==> config.mk <==
export PLATFORM = sky130hd
export DESIGN_NAME = ghcb_back
export DESIGN_NICKNAME = d
export VERILOG_FILES = /design/src/hw/rtl/ghcb_pkg.sv /design/src/hw/rtl/ghcb_back.sv
export SDC_FILE = /design/constraint.sdc
export NUM_CORES = 2
export LEC_CHECK = 0
export BUFFER_PORTS_ARGS = -buffer_cell sky130_fd_sc_hd__buf_2
export CAP_MARGIN = 5
export CORE_AREA = 2 2 276 278
export DETAILED_ROUTE_END_ITERATION = 12
export DIE_AREA = 0 0 278 280
export GPL_TIMING_DRIVEN = 0
export PLACE_DENSITY = 0.85
export SYNTH_ARGS = -nofsm -noshare
export SYNTH_HDL_FRONTEND = slang
export SYNTH_SLANG_ARGS = --single-unit
==> constraint.sdc <==
create_clock -name clk -period 7.37 [get_ports clk]
set_input_delay 0.737 -clock clk [delete_from_list [all_inputs] [get_ports clk]]
set_output_delay 0.737 -clock clk [all_outputs]
set_load 0.02 [all_outputs]
==> src/hw/rtl/ghcb_pkg.sv <==
// ----------------------------------------------------------------------------
// ghcb_pkg
// Shared types, codes and elaboration-time table builders for the color
// boost pipeline (gamma decode table, gamma encode thresholds).
// ----------------------------------------------------------------------------
package ghcb_pkg;

	localparam int unsigned TAB_W     = 17;	// holds 2^16 for the widest format
	localparam int unsigned GAIN_W    = 10;
	localparam int unsigned GAIN_FRAC = 8;
	localparam int unsigned ENC_STEPS = 8;	// one output code bit per step

	localparam logic [GAIN_W-1:0] SAT_GAIN_RST = 10'd307;
	localparam logic [GAIN_W-1:0] VAL_GAIN_RST = 10'd512;

	// register indexes
	localparam logic REG_SAT_GAIN = 1'b0;
	localparam logic REG_VAL_GAIN = 1'b1;

	// channel holding the maximum
	localparam logic [1:0] HSEL_RED   = 2'd0;
	localparam logic [1:0] HSEL_GREEN = 2'd1;
	localparam logic [1:0] HSEL_BLUE  = 2'd2;

	// hue sectors
	localparam logic [2:0] SEC_RY = 3'd0;
	localparam logic [2:0] SEC_YG = 3'd1;
	localparam logic [2:0] SEC_GC = 3'd2;
	localparam logic [2:0] SEC_CB = 3'd3;
	localparam logic [2:0] SEC_BM = 3'd4;
	localparam logic [2:0] SEC_MR = 3'd5;

	typedef logic [TAB_W-1:0] tab_t [256];
	typedef logic [255:0] big_t;

	typedef struct packed {
		logic [1:0] hsel;
		logic       neg;
		logic       d_zero;
		logic       m_zero;
	} hue_ctl_t;

	function automatic big_t big_pow(big_t base, int unsigned n);
		big_t acc;
		acc = big_t'(1);
		for (int unsigned i = 0; i < n; i++)
			acc = acc * base;
		return acc;
	endfunction

	// largest y with (y/2^f)^5 <= (k/255)^11, exact
	function automatic tab_t build_lin_tab(int unsigned f);
		tab_t        tab;
		big_t        one_p, c_p, rhs;
		int unsigned lo, hi, mid;
		one_p = big_pow(big_t'(1) << f, 5);
		c_p   = big_pow(big_t'(255), 11);
		for (int unsigned k = 0; k < 256; k++) begin
			rhs = big_pow(big_t'(k), 11) * one_p;
			lo  = 0;
			hi  = 1 << f;
			while (lo < hi) begin
				mid = (lo + hi + 1) >> 1;
				if (big_pow(big_t'(mid), 5) * c_p <= rhs) lo = mid;
				else hi = mid - 1;
			end
			tab[k] = TAB_W'(lo);
		end
		return tab;
	endfunction

	// smallest v with (v/2^f)^5 >= (k/255)^13, exact
	function automatic tab_t build_thr_tab(int unsigned f);
		tab_t        tab;
		big_t        one_p, c_p, rhs;
		int unsigned lo, hi, mid;
		one_p = big_pow(big_t'(1) << f, 5);
		c_p   = big_pow(big_t'(255), 13);
		for (int unsigned k = 0; k < 256; k++) begin
			rhs = big_pow(big_t'(k), 13) * one_p;
			lo  = 0;
			hi  = 1 << f;
			while (lo < hi) begin
				mid = (lo + hi) >> 1;
				if (big_pow(big_t'(mid), 5) * c_p >= rhs) hi = mid;
				else lo = mid + 1;
			end
			tab[k] = TAB_W'(lo);
		end
		return tab;
	endfunction

endpackage

==> src/hw/rtl/ghcb_back.sv <==
// ----------------------------------------------------------------------------
// ghcb_back
// Hue assembly, gain scaling with clamp, and HSV to RGB by sector and
// fraction. Four register stages.
// ----------------------------------------------------------------------------
module ghcb_back import ghcb_pkg::*; #(
	parameter int unsigned FRAC_BITS = 12
) (
	input  logic                       clk,
	input  logic                       arst_n,
	input  logic                       en,
	input  logic                       in_vld,
	input  logic [FRAC_BITS:0]         sat_quo,
	input  logic [FRAC_BITS:0]         hue_quo,
	input  logic [FRAC_BITS:0]         mx,
	input  hue_ctl_t                   ctl,
	input  logic [GAIN_W-1:0]          sat_gain,
	input  logic [GAIN_W-1:0]          val_gain,
	output logic                       out_vld,
	output logic [2:0][FRAC_BITS:0]    rgb
);

	localparam int unsigned VW = FRAC_BITS + 1;
	localparam int unsigned HW = FRAC_BITS + 3;
	localparam int unsigned PW = FRAC_BITS + 1 + GAIN_W;
	localparam int unsigned MW = 2 * FRAC_BITS + 2;
	localparam logic [VW-1:0] ONE   = VW'(1) << FRAC_BITS;
	localparam logic [HW-1:0] ONE_H = HW'(1) << FRAC_BITS;
	localparam logic [HW-1:0] TWO_H = HW'(2) << FRAC_BITS;
	localparam logic [HW-1:0] FOUR_H = HW'(4) << FRAC_BITS;
	localparam logic [HW-1:0] SIX_H = HW'(6) << FRAC_BITS;

	logic                 vld_s1, vld_s2, vld_s3, vld_s4;
	logic [2:0]           sect_s1, sect_s2, sect_s3;
	logic [FRAC_BITS-1:0] frac_s1;
	logic [PW-1:0]        ps_s1, pv_s1;
	logic [VW-1:0]        sv_s2, vv_s2, vv_s3, o_s3, p_s3, q_s3;
	logic [MW-1:0]        m1_s2, m2_s2;
	logic [2:0][VW-1:0]   rgb_s4;

	logic [HW-1:0]        base_c, h6_c;
	logic [2:0]           sect_c;
	logic [FRAC_BITS-1:0] frac_c;
	logic [VW-1:0]        s_c, sv_c, vv_c;
	logic [MW-1:0]        po_c, pp_c, pq_c;

	always_ff @(posedge clk or negedge arst_n) begin
		if (!arst_n) begin
			vld_s1 <= 1'b0;
			vld_s2 <= 1'b0;
			vld_s3 <= 1'b0;
			vld_s4 <= 1'b0;
		end else if (en) begin
			vld_s1 <= in_vld;
			vld_s2 <= vld_s1;
			vld_s3 <= vld_s2;
			vld_s4 <= vld_s3;
		end
	end

	// stage 1: hue times six, sector split, gain products
	always_comb begin
		unique case (ctl.hsel)
			HSEL_RED:   base_c = ctl.neg ? SIX_H : '0;
			HSEL_GREEN: base_c = TWO_H;
			default:    base_c = FOUR_H;
		endcase
		if (ctl.d_zero) h6_c = '0;
		else if (ctl.neg) h6_c = base_c - HW'(hue_quo);
		else h6_c = base_c + HW'(hue_quo);

		sect_c = h6_c[HW-1:FRAC_BITS];
		frac_c = h6_c[FRAC_BITS-1:0];
		// full turn wraps to the first sector
		if (sect_c > SEC_MR) begin
			sect_c = SEC_RY;
			frac_c = '0;
		end
		s_c = ctl.m_zero ? '0 : sat_quo;
	end

	always_ff @(posedge clk) begin
		if (en) begin
			sect_s1 <= sect_c;
			frac_s1 <= frac_c;
			ps_s1   <= PW'(s_c) * PW'(sat_gain);
			pv_s1   <= PW'(mx) * PW'(val_gain);
		end
	end

	// stage 2: clamp to one, saturation times fraction
	always_comb begin
		sv_c = (ps_s1[PW-1:GAIN_FRAC] > (PW-GAIN_FRAC)'(ONE)) ? ONE
			: ps_s1[GAIN_FRAC+VW-1:GAIN_FRAC];
		vv_c = (pv_s1[PW-1:GAIN_FRAC] > (PW-GAIN_FRAC)'(ONE)) ? ONE
			: pv_s1[GAIN_FRAC+VW-1:GAIN_FRAC];
	end

	always_ff @(posedge clk) begin
		if (en) begin
			sect_s2 <= sect_s1;
			sv_s2   <= sv_c;
			vv_s2   <= vv_c;
			m1_s2   <= MW'(sv_c) * MW'(frac_s1);
			m2_s2   <= MW'(sv_c) * MW'(ONE - VW'(frac_s1));
		end
	end

	// stage 3: o, p, q
	always_comb begin
		po_c = MW'(vv_s2) * MW'(ONE - sv_s2);
		pp_c = MW'(vv_s2) * MW'(ONE - m1_s2[2*FRAC_BITS:FRAC_BITS]);
		pq_c = MW'(vv_s2) * MW'(ONE - m2_s2[2*FRAC_BITS:FRAC_BITS]);
	end

	always_ff @(posedge clk) begin
		if (en) begin
			sect_s3 <= sect_s2;
			vv_s3   <= vv_s2;
			o_s3    <= po_c[2*FRAC_BITS:FRAC_BITS];
			p_s3    <= pp_c[2*FRAC_BITS:FRAC_BITS];
			q_s3    <= pq_c[2*FRAC_BITS:FRAC_BITS];
		end
	end

	// stage 4: channel assignment by sector
	always_ff @(posedge clk) begin
		if (en) begin
			unique case (sect_s3)
				SEC_YG:  rgb_s4 <= {o_s3, vv_s3, p_s3};
				SEC_GC:  rgb_s4 <= {q_s3, vv_s3, o_s3};
				SEC_CB:  rgb_s4 <= {vv_s3, p_s3, o_s3};
				SEC_BM:  rgb_s4 <= {vv_s3, o_s3, q_s3};
				SEC_MR:  rgb_s4 <= {p_s3, o_s3, vv_s3};
				default: rgb_s4 <= {o_s3, q_s3, vv_s3};
			endcase
		end
	end

	assign out_vld = vld_s4;
	assign rgb     = rgb_s4;

endmodule

==> results by group <==
Worst setup path
  – R2R depth: 18
  – Crit path buf inv count: 5
  – Crit path max fanout: 10
  – CP Depth: 18
  – Critical Setup Path Class: reg -> reg
  – Crit-path slowest cell: edfxtp_1
  – Worst setup EP type: register
  – Crit-path most repeated cell: fa_1
  – Delay-heaviest family, CP: adder cells
  – Critical path required time: 7.62 ns
  – Crit path cell chain: clkbuf_1 -> clkbuf_1 -> nand2_1 -> fa_1 -> fa_1 -> inv_1 -> fa_1 -> fa_1 -> fa_1 -> inv_1 -> fa_1 -> inv_1 -> ha_1 -> or3_1 -> or3_4 -> a221o_1 -> o31a_1 -> xor2_2
  – Max incr delay on CP: 0.74 ns
  – Crit path launch type: register
  – Crit path arrival time: 7.64 ns

Synth
  – Post-Synthesis Cells: 4,862
  – Post-synthesis sequential area ratio: 13.28%
  – Post-synth EDFFs: 194
  – Mapped Area: 44,630 µm²
  – Synth Net Count: 6,236
  – Syn Area/Cell: 9.179 µm²
  – Number of synthesized register bits: 198
  – Yosys Warn Count: 0
  – Primary FF master, synth: edfxtp_1
  – Cell variety after synth: 74
  – FFs w/ async S/R, synth: 2.020%

Drt
  – Via density: 5.798
  – Antenna-violating nets left: 0
  – DRT iter0 DRCs: 3,139
  – Final WL: 119,000 µm
  – Drt pass-1 iters: 8
  – Wire length per cell: 19.74 µm
  – Vias: 34,940
  – DRC: 0

STA
  – Fmax: 135.3 MHz
  – Max Slew Vio Count: 0
  – RSZ-0062 raised after global routing: true
  – Hold Slack: 0.4222 ns
  – Final Setup Violations: 1
  – Hold Vio Cnt, Final: 0
  – Final worst slack: -0.01888 ns
  – Clk_skew: 0.02799 ns
  – Fin crit share: 100.3%
  – Minimum clock period: 7.389 ns
  – Worst slew pin tran: 0.9100 ns
  – Slew headroom: 39.33%
  – Post-Route Setup TNS: -0.01888 ns

GRT
  – Tot GR Track Use: 31.10%
  – First-pass GRT wire length: 188,800 µm
  – Largest net degree at the start of global routing: 108
  – Vias in the first global route: 36,450
  – Initial antenna violation count: 0
  – Grt ovf: 0

Final layout
  – Area delta synth->final: 8.310%
  – Nets: 6,407
  – Layout cells sized above 1: 7.590%
  – Final core occ: 64.28%
  – Most frequent cells in the layout: inv_1 (992), fa_1 (779), nand2_1 (618)
  – Commonest non-fill, non-tap cell in the layout: inv_1
  – Sequential cell area: 5926 µm²
  – Multi-input gate area: 34,830 µm²
  – Finished Layout Cells: 6,026
  – Fillers: 5,675

Clock tree
  – Num CTS Buffers: 17
  – Worst-path clk slew: 0.10 ns
  – Clock Latency Late Sink: 0.52 ns
  – Clock net sink count: 198
  – H-tree lvl count: 4
  – CTS tree: done
  – Root Driver: clkbuf_16
  – Max Root-Sink Buffers: 2

Die
  – Die width: 278 µm
  – Ports: 108
  – Die area: 77,840 µm²
  – Die Ht: 280 µm
  – Core area: 75,190 µm²
  – Cell Rows: 101
  – Initial Utilization: 59.35%

Placed design
  – Placer Congestion: 1.004
  – Final HPWL DP: 94,400 µm
  – Placed insts: 5,934
  – IO buf count: 93

Status
  – Failing checks: negative setup slack
  – Outcome: finished, violations left

Run
  – Max_cap viols: 0

Min path
  – Worst Hold Class: reg -> reg
  – Hold path depth: 0
## layer usage
metal	wire length (µm)	GRT usage (%)	up-vias
li1	-	-	15310
met1	43330	38.36	17130
met2	55390	50.35	1992
met3	13140	7.927	503
met4	7127	16.94	0
met5	0	0	-
## kinds of logic after synthesis
kind of cell,Yosys count,synth area share (%)
buffers and inverters,1224,10.32
multiplexers,48,1.091
XOR/XNOR,171,3.418
adder cells (fa/ha/maj),1306,49.77
AO/OA/AOI/OAI,356,5.049
flip-flops,198,13.28
AND/OR/NAND/NOR,1559,17.07
## cell type report
| type | instances | share of cell area, % |
|---|---|---|
| tap | 978 | 2.532 |
| sequential | 198 | 12.26 |
| antenna | 2 | 0.01035 |
| multi-input combinational | 3440 | 72.07 |
| buffer | 215 | 1.975 |
| clock inverter | 14 | 0.3391 |
| clock buffer | 18 | 0.8879 |
| inverter | 1001 | 7.774 |
| timing repair buffer | 160 | 2.154 |
## worst paths after layout
check	from	to	slack, ns
min in group asynchronous	arst_n	vld_s2$_DFFE_PN0P_	0.56
worst min-delay path	sect_s1[1]$_SDFFCE_PP0P_	sect_s2[1]$_DFFE_PP_	0.42
worst max-delay path	vv_s2[0]$_SDFFCE_PN0P_	p_s3[7]$_DFFE_PP_	-0.02
worst max register to register	vv_s2[0]$_SDFFCE_PN0P_	p_s3[7]$_DFFE_PP_	-0.02
max in group asynchronous	arst_n	out_vld$_DFFE_PN0P_	6.69
worst min register to register	sect_s1[1]$_SDFFCE_PP0P_	sect_s2[1]$_DFFE_PP_	0.42
## synthesized netlist by cell type (4+ instances only)
library cell,n,area share [%]
o31a_1,4,0.078
a21oi_1,105,1.2
a2111oi_0,5,0.098
ha_1,524,15
nand4_1,18,0.25
mux2_2,5,0.13
edfxtp_1,194,13
or2_2,31,0.43
o22ai_1,16,0.22
a21boi_0,4,0.067
a221oi_1,5,0.098
mux2i_1,43,0.96
nand2b_1,8,0.11
a211o_1,4,0.078
xor2_1,52,1.0
a31o_2,4,0.078
a22oi_1,14,0.24
or3_1,19,0.27
nor2_1,222,1.9
a21o_1,27,0.45
inv_1,1000,8.4
o211ai_1,6,0.10
fa_1,782,35
o21a_1,20,0.34
a31oi_1,8,0.11
a211oi_1,12,0.20
and3_1,72,1.0
nor3_1,39,0.44
nand3b_1,10,0.17
clkbuf_1,205,1.7
or4_1,8,0.13
and2_1,421,5.9
xnor2_1,117,2.3
o31ai_1,6,0.10
nand2_1,624,5.2
nor2b_1,25,0.35
nor4_1,14,0.20
buf_1,15,0.13
nand3_1,32,0.36
o21ai_0,88,0.99
dfrtp_1,4,0.22
nor3b_1,4,0.067
## metrics by stage
step           worst slack [ns]  instance area (µm²)
2_1_floorplan           0.04050                44640
3_3_place_gp             -1.406                46330
3_5_place_dp             -1.546                46370
4_1_cts                0.002419                47600
5_1_grt                 -0.1485                48330
6_report               -0.01888                48340
## flip-flops by register name, summed over array words and instances, names as in the netlist, 12 cells and up
name,cells
vv_s2,13
m1_s2,13
o_s3,13
sv_s2,13
vv_s3,13
p_s3,13
m2_s2,13
ps_s1,15
pv_s1,15
q_s3,13
frac_s1,12
rgb,39
## repair_timing
item / CTS / global route
setup buffers: 27 / 39
hold endpoints to repair: 4 / 0
pin swaps: 7 / 37
setup endpoints to repair: 52 / 38
gates resized for setup: 118 / 135
hold buffers: 1 / 0
Power is left out: the tool's default activity adds up to more than one toggle a clock period on the data nets, which glitch-free logic cannot reach.
