--- src/hw/rtl/ghcb_pkg.sv ---
// ----------------------------------------------------------------------------
// ghcb_pkg
// Shared types, codes and elaboration-time table builders for the color
// boost pipeline (gamma decode table, gamma encode thresholds).
// ----------------------------------------------------------------------------
package ghcb_pkg;

	localparam int unsigned TAB_W     = 17;	// holds 2^16 for the widest format
	localparam int unsigned GAIN_W    = 10;
	localparam int unsigned GAIN_FRAC = 8;
	localparam int unsigned ENC_STEPS = 8;	// one output code bit per step

	localparam logic [GAIN_W-1:0] SAT_GAIN_RST = 10'd307;
	localparam logic [GAIN_W-1:0] VAL_GAIN_RST = 10'd512;

	// register indexes
	localparam logic REG_SAT_GAIN = 1'b0;
	localparam logic REG_VAL_GAIN = 1'b1;

	// channel holding the maximum
	localparam logic [1:0] HSEL_RED   = 2'd0;
	localparam logic [1:0] HSEL_GREEN = 2'd1;
	localparam logic [1:0] HSEL_BLUE  = 2'd2;

	// hue sectors
	localparam logic [2:0] SEC_RY = 3'd0;
	localparam logic [2:0] SEC_YG = 3'd1;
	localparam logic [2:0] SEC_GC = 3'd2;
	localparam logic [2:0] SEC_CB = 3'd3;
	localparam logic [2:0] SEC_BM = 3'd4;
	localparam logic [2:0] SEC_MR = 3'd5;

	typedef logic [TAB_W-1:0] tab_t [256];
	typedef logic [255:0] big_t;

	typedef struct packed {
		logic [1:0] hsel;
		logic       neg;
		logic       d_zero;
		logic       m_zero;
	} hue_ctl_t;

	function automatic big_t big_pow(big_t base, int unsigned n);
		big_t acc;
		acc = big_t'(1);
		for (int unsigned i = 0; i < n; i++)
			acc = acc * base;
		return acc;
	endfunction

	// largest y with (y/2^f)^5 <= (k/255)^11, exact
	function automatic tab_t build_lin_tab(int unsigned f);
		tab_t        tab;
		big_t        one_p, c_p, rhs;
		int unsigned lo, hi, mid;
		one_p = big_pow(big_t'(1) << f, 5);
		c_p   = big_pow(big_t'(255), 11);
		for (int unsigned k = 0; k < 256; k++) begin
			rhs = big_pow(big_t'(k), 11) * one_p;
			lo  = 0;
			hi  = 1 << f;
			while (lo < hi) begin
				mid = (lo + hi + 1) >> 1;
				if (big_pow(big_t'(mid), 5) * c_p <= rhs) lo = mid;
				else hi = mid - 1;
			end
			tab[k] = TAB_W'(lo);
		end
		return tab;
	endfunction

	// smallest v with (v/2^f)^5 >= (k/255)^13, exact
	function automatic tab_t build_thr_tab(int unsigned f);
		tab_t        tab;
		big_t        one_p, c_p, rhs;
		int unsigned lo, hi, mid;
		one_p = big_pow(big_t'(1) << f, 5);
		c_p   = big_pow(big_t'(255), 13);
		for (int unsigned k = 0; k < 256; k++) begin
			rhs = big_pow(big_t'(k), 13) * one_p;
			lo  = 0;
			hi  = 1 << f;
			while (lo < hi) begin
				mid = (lo + hi) >> 1;
				if (big_pow(big_t'(mid), 5) * c_p >= rhs) hi = mid;
				else lo = mid + 1;
			end
			tab[k] = TAB_W'(lo);
		end
		return tab;
	endfunction

endpackage

--- src/hw/rtl/ghcb_div.sv ---
// ----------------------------------------------------------------------------
// ghcb_div
// Two-lane pipelined restoring divider: quo = (num << FRAC_BITS) / den for
// num <= den, one quotient bit per stage, with a sideband that travels along.
// ----------------------------------------------------------------------------
module ghcb_div import ghcb_pkg::*; #(
	parameter int unsigned FRAC_BITS = 12,
	parameter int unsigned SB_W      = 1
) (
	input  logic                       clk,
	input  logic                       arst_n,
	input  logic                       en,
	input  logic                       in_vld,
	input  logic [1:0][FRAC_BITS:0]    num,
	input  logic [1:0][FRAC_BITS:0]    den,
	input  logic [SB_W-1:0]            sb_in,
	output logic                       out_vld,
	output logic [1:0][FRAC_BITS:0]    quo,
	output logic [SB_W-1:0]            sb_out
);

	localparam int unsigned NS = FRAC_BITS + 1;
	localparam int unsigned RW = FRAC_BITS + 2;
	localparam int unsigned QW = FRAC_BITS + 1;

	logic [RW-1:0]      rem_s [NS][2];
	logic [QW-1:0]      den_s [NS][2];
	logic [QW-1:0]      quo_s [NS][2];
	logic [SB_W-1:0]    sb_s  [NS];
	logic [NS-1:0]      vld_s;

	logic [RW-1:0]      r_in  [NS][2];
	logic [QW-1:0]      d_in  [NS][2];
	logic [QW-1:0]      q_in  [NS][2];
	logic [SB_W-1:0]    sb_nx [NS];
	logic [NS-1:0]      v_in;
	logic [RW-1:0]      r_nx  [NS][2];
	logic [QW-1:0]      q_nx  [NS][2];

	// stage inputs
	always_comb begin
		v_in[0]  = in_vld;
		sb_nx[0] = sb_in;
		for (int l = 0; l < 2; l++) begin
			r_in[0][l] = RW'(num[l]);
			d_in[0][l] = den[l];
			q_in[0][l] = '0;
		end
		for (int j = 1; j < NS; j++) begin
			v_in[j]  = vld_s[j-1];
			sb_nx[j] = sb_s[j-1];
			for (int l = 0; l < 2; l++) begin
				r_in[j][l] = rem_s[j-1][l];
				d_in[j][l] = den_s[j-1][l];
				q_in[j][l] = quo_s[j-1][l];
			end
		end
	end

	// one compare and subtract per stage
	always_comb begin
		logic ge;
		for (int j = 0; j < NS; j++) begin
			for (int l = 0; l < 2; l++) begin
				ge         = (r_in[j][l] >= RW'(d_in[j][l]));
				r_nx[j][l] = (ge ? r_in[j][l] - RW'(d_in[j][l]) : r_in[j][l]) << 1;
				q_nx[j][l] = q_in[j][l] | (ge ? QW'(1) << (FRAC_BITS - j) : QW'(0));
			end
		end
	end

	always_ff @(posedge clk or negedge arst_n) begin
		if (!arst_n) vld_s <= '0;
		else if (en) vld_s <= v_in;
	end

	always_ff @(posedge clk) begin
		if (en) begin
			for (int j = 0; j < NS; j++) begin
				sb_s[j] <= sb_nx[j];
				for (int l = 0; l < 2; l++) begin
					rem_s[j][l] <= r_nx[j][l];
					den_s[j][l] <= d_in[j][l];
					quo_s[j][l] <= q_nx[j][l];
				end
			end
		end
	end

	assign out_vld = vld_s[NS-1];
	assign quo[0]  = quo_s[NS-1][0];
	assign quo[1]  = quo_s[NS-1][1];
	assign sb_out  = sb_s[NS-1];

endmodule

--- config.mk ---
export PLATFORM = sky130hd
export DESIGN_NAME = ghcb_div
export DESIGN_NICKNAME = d
export VERILOG_FILES = /design/src/hw/rtl/ghcb_pkg.sv /design/src/hw/rtl/ghcb_div.sv
export SDC_FILE = /design/constraint.sdc
export NUM_CORES = 1
export LEC_CHECK = 0
export ABC_AREA = 1
export BUFFER_PORTS_ARGS = -buffer_cell sky130_fd_sc_hd__buf_2
export CAP_MARGIN = 40
export CORE_MARGIN = 3
export CORE_UTILIZATION = 58
export CTS_CLUSTER_DIAMETER = 50
export CTS_CLUSTER_SIZE = 25
export DETAILED_ROUTE_END_ITERATION = 10
export PLACE_DENSITY = 0.77
export SYNTH_ARGS = -nofsm -noshare
export SYNTH_HDL_FRONTEND = slang
export SYNTH_SLANG_ARGS = --single-unit
--- constraint.sdc ---
create_clock -name clk -period 1.85 [get_ports clk]
set_input_delay 0.37 -clock clk [delete_from_list [all_inputs] [get_ports clk]]
set_output_delay 0.37 -clock clk [all_outputs]
set_load 0.02 [all_outputs]
==> results of run 1 <==
==> what timing repair did <==
action	CTS
resized for setup	539
endpoints found under the setup margin	294
pin swaps	241
endpoints found under the hold margin	40
hold buffers	28
setup buffers	158
cloned	26
==> layer usage <==
| layer | track usage [%] | overflow |
|---|---|---|
| met1 | 60.0 | 0 |
| met5 | 35.8 | 0 |
| met3 | 51.2 | 13 |
| met4 | 62.1 | 28 |
| met2 | 80.2 | 13 |
==> cells in the mapped netlist, drive strengths merged <==
master	number
nand2	1929
inv	1389
nor2	285
nand4	285
mux2	1
xor2	129
xnor2	24
a21oi	128
o31ai	2
ha	336
and2	2
buf	53
nand3	403
edfxtp	819
nor3	8
dfrtp	13
o21bai	1
clkbuf	3
fa	24
o21ai	145
o211ai	2
==> cell families after synthesis <==
logic type | share of synthesized area [%]
multiplexers | 0.0218
flip-flops | 48.2
XOR/XNOR | 2.59
buffers and inverters | 11.2
AND/OR/NAND/NOR | 25.5
AO/OA/AOI/OAI | 3.34
adder cells (fa/ha/maj) | 9.07
==> stage by stage <==
stage	utilization (%)	hold WS, ns	instances	instance area (um2)	TNS (ns)
after floorplan	-	0.0744	5981	52000	0
after global placement	70.1	0.262	8182	61400	-17.42
after detailed placement	70.1	0.271	8182	61400	-30.53
after CTS	78.9	0.0109	8563	69100	-6.38
==> metrics.csv, run 1 <==
metric,value,unit
status,aborted with a tool error,
Halt Stage,global routing,
run-stopping error,[ERROR GRT-0232] Routing congestion too high. Check the congestion heatmap in the GUI.,
"top cells by area, synth","edfxtp_1 48%, nand2_1 14%, inv_1 10%",
Yosys top cell area share,47.6,%
Syn. warnings,0,
Die Wd,304,um
Mean Syn Cell Area,8.64,um2
number of top-level pins,85,
initial core utilization,59.0,%
largest net degree at the start of global routing,57,
"area leader, netlist",edfxtp_1,
worst_ep grt,rem_s[1][61]$_DFFE_PP_/D,
Unique masters post-synth,38,
flop and latch count out of synthesis,832,
RD Place Congestion,0.963,
Mapped Area,0.0517,mm2
GRT Total Usage,63.5,%
Row Count,108,
Cells after Synth,5981,
I/O Buffers,84,
worst-case clock buffer depth,3,
Die H,304,um
TritonCTS Buffers,92,
Syn Nets,6398,
register area share after synthesis,48.2,%
CTS H-tree lvls,3,
clock sink count,832,
WEP type,register input,
root buffer cell,clkbuf_16,
Setup WS pre-CTS,-0.200,ns
GRT overflow,54,
HPWL Detailed,95400,um
==> run 2, diff against run 1 <==
--- a/config.mk
+++ b/config.mk
@@ -9,11 +9,9 @@
 export BUFFER_PORTS_ARGS = -buffer_cell sky130_fd_sc_hd__buf_2
 export CAP_MARGIN = 40
 export CORE_MARGIN = 3
-export CORE_UTILIZATION = 58
-export CTS_CLUSTER_DIAMETER = 50
-export CTS_CLUSTER_SIZE = 25
+export CORE_UTILIZATION = 40
 export DETAILED_ROUTE_END_ITERATION = 10
-export PLACE_DENSITY = 0.77
+export PLACE_DENSITY_LB_ADDON = 0.15
 export SYNTH_ARGS = -nofsm -noshare
 export SYNTH_HDL_FRONTEND = slang
 export SYNTH_SLANG_ARGS = --single-unit
==> constraint.sdc (replaced) <==
create_clock -name clk -period 2.41 [get_ports clk]
set_input_delay 0.482 -clock clk [delete_from_list [all_inputs] [get_ports clk]]
set_output_delay 0.482 -clock clk [all_outputs]
set_load 0.02 [all_outputs]
==> run 2 against run 1 <==
Compared with the run above:
- synthesized area unchanged
- synthesized cell count unchanged
- the run now ends clean
==> metrics.csv, run 2 <==
metric,value,unit
status,"complete, no violations",
vias post-DR,37600,
TritonCTS Buffers,99,
largest fanout on the critical path,9,
RD Place Congestion,0.907,
Tcrit/Tclk final,93.0,%
core area,0.128,mm2
Crit Path Class,reg2reg,
Post-synth EDFFs,819,
Mapped Area,0.0517,mm2
clock slew seen by the registers of the worst setup and hold paths,0.06,ns
CP startpoint,rem_s[2][4],
Post-Synth Simple-Gate Area,25.5,%
Static Leak,29.4,nW
final instance area,0.0587,mm2
reg2reg path depth,10,
slew margin rel.,62.8,%
initial antenna violation count,0,
Nets,6700,
fin cells,8028,
HP Start,num[20],
ratio of cells with drive above 1 in the final layout,10.3,%
"Primary FF master, synth",edfxtp_1,
Mean Syn Cell Area,8.64,um2
"area leader, netlist",edfxtp_1,
Post-DRT Antenna Nets,0,
Die Area,0.133,mm2
max_cap viols,0,
hold path depth,3,
most common cell in the netlist,nand2_1,
"commonest non-fill, non-tap cell in the layout",nand2_1,
worst min path class,in2reg,
"top cells by area, synth","edfxtp_1 48%, nand2_1 14%, inv_1 10%",
Synth Area in Compound Gates,3.34,%
"Area growth, synth to finish",13.6,%
Yosys top cell area share,47.6,%
CP Data Arrival Time,2.81,ns
Max Fclk,446,MHz
Synth top cells by count,"1866 x nand2_1, 1382 x inv_1, 819 x edfxtp_1",
final hold slack,0.126,ns
CTS tree,yes,
DR pass1 iterations,7,
Power Density,1120,mW/mm2
Syn Nets,6398,
initial core utilization,40.4,%
HPWL Detailed,92500,um
Fillers,12500,
DP Area,0.0549,mm2
I/O Buffers,84,
FF-to-FF Start,rem_s[2][4],
Syn. warnings,0,
Synth Area in Adders,9.07,%
Final Max Tran Viols,0,
Row Count,131,
Cells after Synth,5981,
CTS H-tree lvls,3,
element type at the critical path start,register,
xor and xnor area share after synthesis,2.59,%
Slew @ Worst Pin,0.558,ns
number of top-level pins,85,
worst-case clock buffer depth,3,
Final Critical Period,2.24,ns
first-pass GRT wire length,190000,um
combinational family with the most area after synthesis,simple AND/OR/NAND/NOR gates,
RSZ-0062 raised after global routing,false,
Die H,365,um
Die Wd,365,um
Detailed Route Iter0 Violations,1606,
root buffer cell,clkbuf_16,
"FFs w/ async S/R, synth",1.56,%
DRC viols,0,
GRT overflow,0,
Unique masters post-synth,38,
diode count,0,
largest net degree at the start of global routing,94,
"wirelength, routed",116000,um
vias per std cell,4.68,
# setup viols final,0,
top flop regs,"den_s: 312 flops, rem_s: 312 flops, quo_s: 182 flops",
"commonest non-fill, non-tap cells in the layout","1866 x nand2_1, 1382 x inv_1, 819 x edfxtp_1, 336 x ha_1, 322 x nand3_1",
final setup TNS,0,ns
CP Data Required Time,2.98,ns
clk_lat worst skew,0.71,ns
GRT Total Usage,17.7,%
vias in the first global route,38400,
Placed Cells,7815,
register area share after synthesis,48.2,%
clock skew,0.0319,ns
Fin. Hold Viols,0,
clock sink count,832,
Worst Setup End Kind,register,
Worst VDD drop,0.557,mV
post-synthesis mux area share,0.0218,%
Routed WL per cell,14.5,um
flop and latch count out of synthesis,832,
run 2: cell counts after synthesis:
Identical to the previous run, type by type.
run 2: kinds of logic (layout without fill, tap and decap cells):
group / after synthesis / in the layout
AO/OA/AOI/OAI: 278 / 278
XOR/XNOR: 153 / 153
adder cells (fa/ha/maj): 360 / 360
buffers and inverters: 1445 / 1830
flip-flops: 832 / 832
multiplexers: 1 / 1
AND/OR/NAND/NOR: 2912 / 2912
run 2: final timing paths:
check / to / slack (ns)
setup / recovery: rem_s[2][33] / 0.17
hold / removal: rem_s[0][7] / 0.13
setup reg to reg: rem_s[2][33] / 0.17
min in group asynchronous: vld_s[0] / 0.20
max in group asynchronous: vld_s[11] / 1.98
hold reg to reg: quo_s[1][20] / 0.41
run 2: where the power goes:
part,switching (mW),internal (mW),leakage (nW)
Combinational,17.6,10.1,19.6
Clock,6.18,9.47,1.65
Sequential,1.86,20.6,8.17
run 2: layout make-up:
type | instances | area, um2 | area share [%]
clock inverters | 66 | 836 | 1.42
flip-flops and latches | 832 | 24900 | 42.4
repair buffers | 257 | 2060 | 3.52
well taps | 1662 | 2080 | 3.54
multi-input cells | 3704 | 21000 | 35.8
inverters | 1389 | 5210 | 8.88
clock buffers | 118 | 2600 | 4.43
run 2: repair_timing:
action	4_1_cts	5_1_grt
hold buffers	29	0
setup endpoints to repair	0	44
endpoints found under the hold margin	41	0
resized for setup	0	6
setup buffers	0	0
run 2: worst max-delay path: stages (launching register included):
cell	delay (ns)
edfxtp_1	0.41
ha_1	0.35
nand2_1	0.14
inv_1	0.07
nand2_1	0.08
nand3_1	0.13
nand2_2	0.11
nand3_2	0.24
buf_4	0.24
o21ai_1	0.19
buf_4	0.16
run 2: per-layer routing:
layer	wire length, um	vias up	global-route usage (%)
met5	0	-	0
met4	4280	0	6.38
met3	2980	251	2.63
met2	63200	473	35.0
met1	45700	17100	18.6
li1	-	19700	-
run 2: stage by stage:
| stage | setup slack (ns) | power, mW | utilization [%] |
|---|---|---|---|
| 5_1_grt | 0.0437 | 71.6 | 45.9 |
| 2_1_floorplan | 0.434 | 43.3 | - |
| 3_3_place_gp | 0.0555 | 50.2 | 43.0 |
| 3_5_place_dp | 0.0643 | 50.6 | 43.0 |
| 6_report | 0.168 | 65.8 | 45.9 |
| 4_1_cts | 0.142 | 66.7 | 45.9 |
(Power assumes the default switching activity.)
